==> src/decimal_add_sub_clamped_macros.svh <==
`ifndef DECIMAL_ADD_SUB_CLAMPED_MACROS_SVH
`define DECIMAL_ADD_SUB_CLAMPED_MACROS_SVH

// Same-cycle implication, checked outside reset.
`define DASC_ASSERT_NOW(lbl, clk, rst, ante, cons, msg) \
   lbl: assert property (@(posedge clk) disable iff (rst) (ante) |-> (cons)) \
      else $error(msg);

// Next-cycle implication, checked outside reset.
`define DASC_ASSERT_NEXT(lbl, clk, rst, ante, cons, msg) \
   lbl: assert property (@(posedge clk) disable iff (rst) (ante) |=> (cons)) \
      else $error(msg);

`endif

==> src/dasc_pkg.sv <==
`default_nettype none

package dasc_pkg;

   localparam int MAX_DIGITS_DEFAULT = 32;
   localparam int DIGIT_W            = 4;

   localparam logic [DIGIT_W-1:0] DIGIT_NINE = 4'd9;
   localparam logic [DIGIT_W:0]   RADIX      = 5'd10;

   typedef enum logic [1:0] {
      ST_LOAD,
      ST_SETUP,
      ST_READ,
      ST_EMIT
   } dasc_state_type;

   typedef enum logic [1:0] {
      SRC_MEM,
      SRC_ONE,
      SRC_ZERO
   } dasc_src_type;

   typedef struct packed {
      logic load;
      logic setup;
      logic read;
      logic advance;
      logic clear;
   } dasc_cmd_type;

   typedef struct packed {
      logic last_digit;
   } dasc_status_type;

   function automatic logic [DIGIT_W-1:0] clamp_digit(input logic [DIGIT_W-1:0] d);
      clamp_digit = (d > DIGIT_NINE) ? DIGIT_NINE : d;
   endfunction

endpackage

`default_nettype wire

==> src/dasc_ctrl.sv <==
`default_nettype none

module dasc_ctrl
   import dasc_pkg::*;
(
   input  wire logic            clock,
   input  wire logic            reset,
   input  wire logic            req_valid,
   input  wire logic            req_last_pair,
   input  wire logic            rsp_stall,
   input  wire dasc_status_type status,
   output dasc_cmd_type         cmd,
   output logic                 req_stall,
   output logic                 rsp_valid
);

   dasc_state_type state_ff;
   dasc_state_type state_in;

   always_ff @(posedge clock) begin
      if (reset) begin
         state_ff <= ST_LOAD;
      end else begin
         state_ff <= state_in;
      end
   end

   always_comb begin
      state_in = state_ff;
      unique case (state_ff)
         ST_LOAD: begin
            if (req_valid && req_last_pair) begin
               state_in = ST_SETUP;
            end
         end
         ST_SETUP: begin
            state_in = ST_READ;
         end
         ST_READ: begin
            state_in = ST_EMIT;
         end
         ST_EMIT: begin
            if (!rsp_stall) begin
               state_in = status.last_digit ? ST_LOAD : ST_READ;
            end
         end
         default: begin
            state_in = ST_LOAD;
         end
      endcase
   end

   always_comb begin
      cmd       = '0;
      req_stall = 1'b1;
      rsp_valid = 1'b0;
      unique case (state_ff)
         ST_LOAD: begin
            req_stall = 1'b0;
            cmd.load  = req_valid;
         end
         ST_SETUP: begin
            cmd.setup = 1'b1;
         end
         ST_READ: begin
            cmd.read = 1'b1;
         end
         ST_EMIT: begin
            rsp_valid = 1'b1;
            if (!rsp_stall) begin
               cmd.clear   = status.last_digit;
               cmd.advance = !status.last_digit;
            end
         end
         default: begin
            req_stall = 1'b1;
         end
      endcase
   end

endmodule

`default_nettype wire

==> src/dasc_datapath.sv <==
`default_nettype none

module dasc_datapath
   import dasc_pkg::*;
#(
   parameter int MAX_DIGITS = MAX_DIGITS_DEFAULT
) (
   input  wire logic               clock,
   input  wire logic               reset,
   input  wire dasc_cmd_type       cmd,
   input  wire logic [DIGIT_W-1:0] req_digit_a,
   input  wire logic [DIGIT_W-1:0] req_digit_b,
   input  wire logic               req_subtract,
   output dasc_status_type         status,
   output logic [DIGIT_W-1:0]      rsp_result_digit,
   output logic                    rsp_overflow
);

   localparam int IW = $clog2(MAX_DIGITS);
   localparam int CW = $clog2(MAX_DIGITS + 1);
   localparam logic [CW-1:0] COUNT_FULL = CW'(MAX_DIGITS);

   logic [DIGIT_W-1:0] mem [MAX_DIGITS];

   logic [CW-1:0]      count_ff, count_in;
   logic               carry_ff, carry_in;
   logic               op_ff, op_in;
   logic               ovf_ff, ovf_in;
   logic [IW-1:0]      topnz_ff, topnz_in;
   logic [IW-1:0]      ptr_ff, ptr_in;
   dasc_src_type       src_ff, src_in;
   logic [DIGIT_W-1:0] rd_ff;

   logic [DIGIT_W-1:0] a, b, d;
   logic [DIGIT_W:0]   sum, sub;
   logic               carry_next;
   logic               op_now;
   logic               full;

   assign a      = clamp_digit(req_digit_a);
   assign b      = clamp_digit(req_digit_b);
   assign full   = (count_ff == COUNT_FULL);
   assign op_now = (count_ff == '0) ? req_subtract : op_ff;
   assign sum    = {1'b0, a} + {1'b0, b} + {{DIGIT_W{1'b0}}, carry_ff};
   assign sub    = {1'b0, b} + {{DIGIT_W{1'b0}}, carry_ff};

   // One decimal digit step; a borrow wraps the difference round by ten.
   always_comb begin
      if (op_now) begin
         if ({1'b0, a} >= sub) begin
            d          = DIGIT_W'({1'b0, a} - sub);
            carry_next = 1'b0;
         end else begin
            d          = DIGIT_W'({1'b0, a} + RADIX - sub);
            carry_next = 1'b1;
         end
      end else begin
         if (sum >= RADIX) begin
            d          = DIGIT_W'(sum - RADIX);
            carry_next = 1'b1;
         end else begin
            d          = DIGIT_W'(sum);
            carry_next = 1'b0;
         end
      end
   end

   always_comb begin
      count_in = count_ff;
      carry_in = carry_ff;
      op_in    = op_ff;
      ovf_in   = ovf_ff;
      topnz_in = topnz_ff;
      ptr_in   = ptr_ff;
      src_in   = src_ff;
      if (cmd.clear) begin
         count_in = '0;
         carry_in = 1'b0;
         op_in    = 1'b0;
         ovf_in   = 1'b0;
         topnz_in = '0;
      end else if (cmd.load) begin
         op_in = op_now;
         if (full) begin
            ovf_in = 1'b1;
         end else begin
            carry_in = carry_next;
            count_in = count_ff + CW'(1);
            if (d != '0) begin
               topnz_in = count_ff[IW-1:0];
            end
         end
      end else if (cmd.setup) begin
         // A final borrow clamps to zero; a final carry leads with a one.
         priority if (op_ff && carry_ff) begin
            src_in = SRC_ZERO;
            ptr_in = '0;
         end else if (carry_ff) begin
            src_in = SRC_ONE;
            ptr_in = IW'(count_ff - CW'(1));
         end else begin
            src_in = SRC_MEM;
            ptr_in = topnz_ff;
         end
      end else if (cmd.advance) begin
         if (src_ff == SRC_MEM) begin
            ptr_in = ptr_ff - IW'(1);
         end else begin
            src_in = SRC_MEM;
         end
      end
   end

   always_ff @(posedge clock) begin
      if (reset) begin
         count_ff <= '0;
         carry_ff <= 1'b0;
         op_ff    <= 1'b0;
         ovf_ff   <= 1'b0;
         topnz_ff <= '0;
         src_ff   <= SRC_MEM;
      end else begin
         count_ff <= count_in;
         carry_ff <= carry_in;
         op_ff    <= op_in;
         ovf_ff   <= ovf_in;
         topnz_ff <= topnz_in;
         src_ff   <= src_in;
      end
   end

   always_ff @(posedge clock) begin
      ptr_ff <= ptr_in;
   end

   always_ff @(posedge clock) begin
      if (cmd.load && !full) begin
         mem[count_ff[IW-1:0]] <= d;
      end
      if (cmd.read) begin
         rd_ff <= mem[ptr_ff];
      end
   end

   always_comb begin
      unique case (src_ff)
         SRC_ONE:  rsp_result_digit = DIGIT_W'(1);
         SRC_ZERO: rsp_result_digit = '0;
         default:  rsp_result_digit = rd_ff;
      endcase
   end

   assign rsp_overflow      = ovf_ff;
   assign status.last_digit = (src_ff == SRC_ZERO) || ((src_ff == SRC_MEM) && (ptr_ff == '0));

endmodule

`default_nettype wire

==> src/decimal_add_sub_clamped.sv <==
`default_nettype none

// Streaming decimal adder and subtractor. Each item is one aligned digit pair,
// least significant first; the subtract flag of the first pair sets the
// operation and last_pair ends it. Pairs are taken back to back while the
// block loads. After the last pair the block passes a setup state and then,
// for each result digit, a read state and an emit state that holds while the
// output stalls, limited by the single registered read port of the digit store.
// Results come most significant first without leading zeros; a subtraction
// whose minuend is not greater than the subtrahend gives a single zero.
// Pairs beyond MAX_DIGITS are dropped and flag overflow on every result item.

`include "decimal_add_sub_clamped_macros.svh"

module decimal_add_sub_clamped
   import dasc_pkg::*;
#(
   parameter int MAX_DIGITS = MAX_DIGITS_DEFAULT
) (
   input  wire logic               clock,
   input  wire logic               reset,
   input  wire logic               req_valid,
   output logic                    req_stall,
   input  wire logic [DIGIT_W-1:0] req_digit_a,
   input  wire logic [DIGIT_W-1:0] req_digit_b,
   input  wire logic               req_subtract,
   input  wire logic               req_last_pair,
   output logic                    rsp_valid,
   input  wire logic               rsp_stall,
   output logic [DIGIT_W-1:0]      rsp_result_digit,
   output logic                    rsp_last_digit,
   output logic                    rsp_overflow
);

   dasc_cmd_type    cmd;
   dasc_status_type status;

   dasc_ctrl u_ctrl (
      .clock         (clock),
      .reset         (reset),
      .req_valid     (req_valid),
      .req_last_pair (req_last_pair),
      .rsp_stall     (rsp_stall),
      .status        (status),
      .cmd           (cmd),
      .req_stall     (req_stall),
      .rsp_valid     (rsp_valid)
   );

   dasc_datapath #(
      .MAX_DIGITS (MAX_DIGITS)
   ) u_datapath (
      .clock            (clock),
      .reset            (reset),
      .cmd              (cmd),
      .req_digit_a      (req_digit_a),
      .req_digit_b      (req_digit_b),
      .req_subtract     (req_subtract),
      .status           (status),
      .rsp_result_digit (rsp_result_digit),
      .rsp_overflow     (rsp_overflow)
   );

   assign rsp_last_digit = status.last_digit;

   `DASC_ASSERT_NOW(a_no_req_while_rsp, clock, reset, rsp_valid, req_stall, "item accepted while results pending")
   `DASC_ASSERT_NEXT(a_busy_after_last, clock, reset, req_valid && !req_stall && req_last_pair, req_stall && !rsp_valid, "block not busy after last pair")
   `DASC_ASSERT_NEXT(a_free_after_final, clock, reset, rsp_valid && !rsp_stall && rsp_last_digit, !req_stall && !rsp_valid, "block not free after final digit")

endmodule

`default_nettype wire

==> config.mk <==
export PLATFORM = sky130hd
export DESIGN_NAME = decimal_add_sub_clamped
export DESIGN_NICKNAME = d
export VERILOG_FILES = /design/src/dasc_pkg.sv /design/src/dasc_ctrl.sv /design/src/dasc_datapath.sv /design/src/decimal_add_sub_clamped.sv
export VERILOG_INCLUDE_DIRS = /design/src /design/src/src
export SDC_FILE = /design/constraint.sdc
export NUM_CORES = 1
export LEC_CHECK = 0
export BUFFER_PORTS_ARGS = -buffer_cell sky130_fd_sc_hd__buf_2
export CELL_PAD_IN_SITES_DETAIL_PLACEMENT = 0
export CELL_PAD_IN_SITES_GLOBAL_PLACEMENT = 2
export CORE_ASPECT_RATIO = 1.25
export CORE_MARGIN = 5
export CORE_UTILIZATION = 47
export CTS_BUF_LIST = sky130_fd_sc_hd__clkbuf_8
export DETAILED_ROUTE_END_ITERATION = 10
export PLACE_DENSITY_LB_ADDON = 0.25
export SLEW_MARGIN = 20
export SYNTH_ARGS = -nofsm -noshare
export SYNTH_HDL_FRONTEND = slang
export SYNTH_SLANG_ARGS = --single-unit
==> constraint.sdc <==
create_clock -name clock -period 5.09 [get_ports clock]
set_clock_uncertainty 0.2 [all_clocks]
set_input_delay 0.2545 -clock clock [delete_from_list [all_inputs] [get_ports clock]]
set_output_delay 0.2545 -clock clock [all_outputs]
set_load 0.005 [all_outputs]
==> impl_metrics.ini <==
[status]
outcome = completed

[power]
clkPwrFrac_pct = 32.0
powerDensity_nw_per_um2 = 367
peakVddDrop_mv = 0.147
switchingPower_mw = 0.814
power.total_mw = 2.96
seq_power_share_pct = 51.9
intPower_mw = 2.15
p_comb_share_pct = 16.0
power.leakage_nw = 2.76
swShare_pct = 27.5

[placed_design]
pre_cts_slack_ps = 835
place_area_um2 = 7620
post-dp-hpwl_um = 11000
gp_congestion = 0.793
portBuffers = 21
placed_cells = 749

[final_layout]
fin_cells = 784
fillerInstances = 1363
multi_input_area_um2 = 2660
post-route-cell-area_um2 = 8060
nets = 598
synthToLayoutAreaGrowth_pct = 8.69
diodes = 0
utilization_pct = 51.8
drive_above_1_share_pct = 15.9
regArea_um2 = 4470

[setup_path]
slowest_delay_ps = 700
slowest_stage = a2111oi_0
cp_cell_sequence = inv_1 -> fa_1 -> inv_1 -> ha_1 -> nor3_1 -> or2_2 -> ha_1 -> a2111oi_0 -> o311ai_0 -> o2bb2ai_1 -> o21ai_1 -> nand4_1 -> a21oi_1
rr_worst_depth = 13
crit_required_ps = 5220
r2r-start = u_datapath.carry_ff
startpoint = u_datapath.carry_ff
cp-endpoint = u_datapath.topnz_ff[1]
critPathCaptureType = flop
critical_path_class = flop to flop
regToRegEndpoint = u_datapath.topnz_ff[1]
worstPathArrival_ps = 4280
worstPathMaxFanout = 7
start_kind = flop
r2r_slack_ps = 930

[detailed_routing]
drtPass1Iterations = 4
vias_per_cell = 5.70
num_vias = 4468
wirelength_um = 16000
detail-route-antenna-nets = 0
drtIter0Drc = 259
wl_per_cell_um = 20.4
drc = 0

[synth]
yosys-top-cells-count = edfxtp_1, nor2_1, mux2i_1, inv_1, a21oi_1
yosysSeqAreaShare_pct = 60.3
ys_top_cells_by_area = edfxtp_1, dfxtp_1, mux4_2
syn_avg_cell_area_um2 = 13.7
synthFlopType = edfxtp_1
synth_most_common_cell = edfxtp_1
synth_cell_type_count = 66
async_reset_ff_share_pct = 0
ys_seq_elements = 155
yosysTopAreaCellShare_pct = 55.5
synth-edff-count = 137
yosys.area.top_type = edfxtp_1
syn-instance-count = 540
synthesis.nets = 579
syn-cell-area_um2 = 7420
yosys_warnings = 0

[sta]
worst_slack_ps = 933
whs_ps = 38.2
finalSetupViolations = 0
slew_violations = 0
relSlewSlack_pct = 35.5
worst_pin_slew_ps = 968
final_hold_viol_count = 0
min_period_ps = 4160
rsz0062_at_grt = no
tns_ps = 0
min_period_over_period_pct = 81.7
fmax_ghz = 0.241

[worst_hold_path]
whs_path_depth = 5
hold_path_class = primary input to flop

[cts]
cts_root_buffer = clkbuf_8
clk_pin_slew_ps = 80
numCtsBuffers = 17
clk_latency_ps = 450
htree_levels = 4
cts_tree = built
ctsResizeCount = 0
cts_sinks = 155
clockBufferDepth = 2

[floorplanning]
pin_count = 22
fp.dieArea_um2 = 18400
coreArea_um2 = 15600
placementRows = 51
die_w_um = 122
fp.dieH_um = 150
start_util_pct = 47.6

[global_routing]
grt_usage_pct = 18.6
grt_pass1_wl_um = 25400
grt_max_degree = 46
grt_pass1_vias = 4587
antenna_found_initial = 0
grt_overflow = 0

[flow_run]
drv_cap = 0
[area by class of cell]
class                           count  share of cell area [%]
Clock inverter                     15                    2.17
Inverter                           28                    1.30
Sequential cell                   155                    55.5
Multi-Input combinational cell    331                    33.0
Timing Repair Buffer               26                    1.86
Tap cell                          212                    3.29
Clock buffer                       17                    2.90
[worst max-delay path, delay by kind of cell (launching register included)]
kind,cells,cell delay (ps)
AND/OR/NAND/NOR,3,550
flip-flops,1,500
buffers and inverters,2,320
adder cells (fa/ha/maj),3,910
AO/OA/AOI/OAI,5,1550
[layer usage]
metal  global-route usage (%)  vias up  part of all wire, %
met4                     6.72        0                  1.3
met1                     23.9     2239                   43
met2                     31.6       83                   52
met5                        0        -                    0
li1                         -     2129                    -
met3                     3.16       17                  3.2
[sequential cells by signal, indices dropped and copies added (netlist names)]
name	cells
u_datapath.mem	128
u_datapath.rsp_overflow	1
u_ctrl.state_ff	2
u_datapath.carry_ff	1
u_datapath.count_ff	6
u_datapath.src_ff	2
u_datapath.topnz_ff	5
u_datapath.rd_ff	4
u_datapath.ptr_ff	5
u_datapath.op_ff	1
[power by group through the flow]
stage	Combinational, mW	Clock, mW	Sequential, mW
after global placement	0.465	0	1.57
after floorplan	0.342	0	1.55
after CTS	0.480	0.964	1.54
after global routing	0.529	1.02	1.54
after detailed placement	0.475	0	1.57
final	0.475	0.948	1.54
[how the worst min path moves through the flow]
stage | slack [ps] | from | to
after CTS | 9 | rsp_stall | u_datapath.src_ff[1]
final | 40 | rsp_stall | u_datapath.src_ff[1]
after detailed placement | 270 | u_datapath.topnz_ff[3] | u_datapath.topnz_ff[3]
after global placement | 260 | u_datapath.topnz_ff[0] | u_datapath.topnz_ff[0]
after global routing | 30 | req_valid | u_datapath.rsp_overflow
after floorplan | 120 | reset | u_ctrl.state_ff[0]
[layout by cell type (no fill, tap or decap), types with 4 or more instances in the layout]
cell type  synthesis  layout
edfxtp_1         137     137
nor2_1            55      55
mux2i_1           35      35
inv_1             28      29
a21oi_1           24      23
ha_1              23      23
buf_2              6      21
nand2_1           18      18
dfxtp_1           18      18
o221ai_1          17      17
clkbuf_8           5      17
mux4_2            16      16
o21ai_0           11      11
xnor2_1            8       8
o22ai_1            8       8
nor2b_1            7       7
nor3_1             7       7
o311ai_1           7       7
nand3_1            6       6
o31ai_1            6       6
nand4_1            6       6
nand2b_1           5       5
o21a_1             5       5
o211ai_1           5       5
or3_1              5       5
or2_2              4       4
xor2_1             4       4
o2bb2ai_1          4       4
clkinv_4           0       4
[cell families (layout without fill, tap and decap cells)]
logic type	count (synthesis)	count (layout)	synth area share, %
muxes	52	52	9.73
AOI/OAI and AO/OA	113	113	11.5
DFF	155	155	60.3
buffers and inverters	54	86	3.90
xor gates and xnor gates	12	12	1.42
and+or+nand+nor	129	129	8.69
adders and majority gates	25	25	4.42
[what timing repair did]
action                    CTS  global route
buffers inserted            0             0
hold endpoints to repair    4             0
hold buffers                3             0
(Power assumes the default switching activity.)
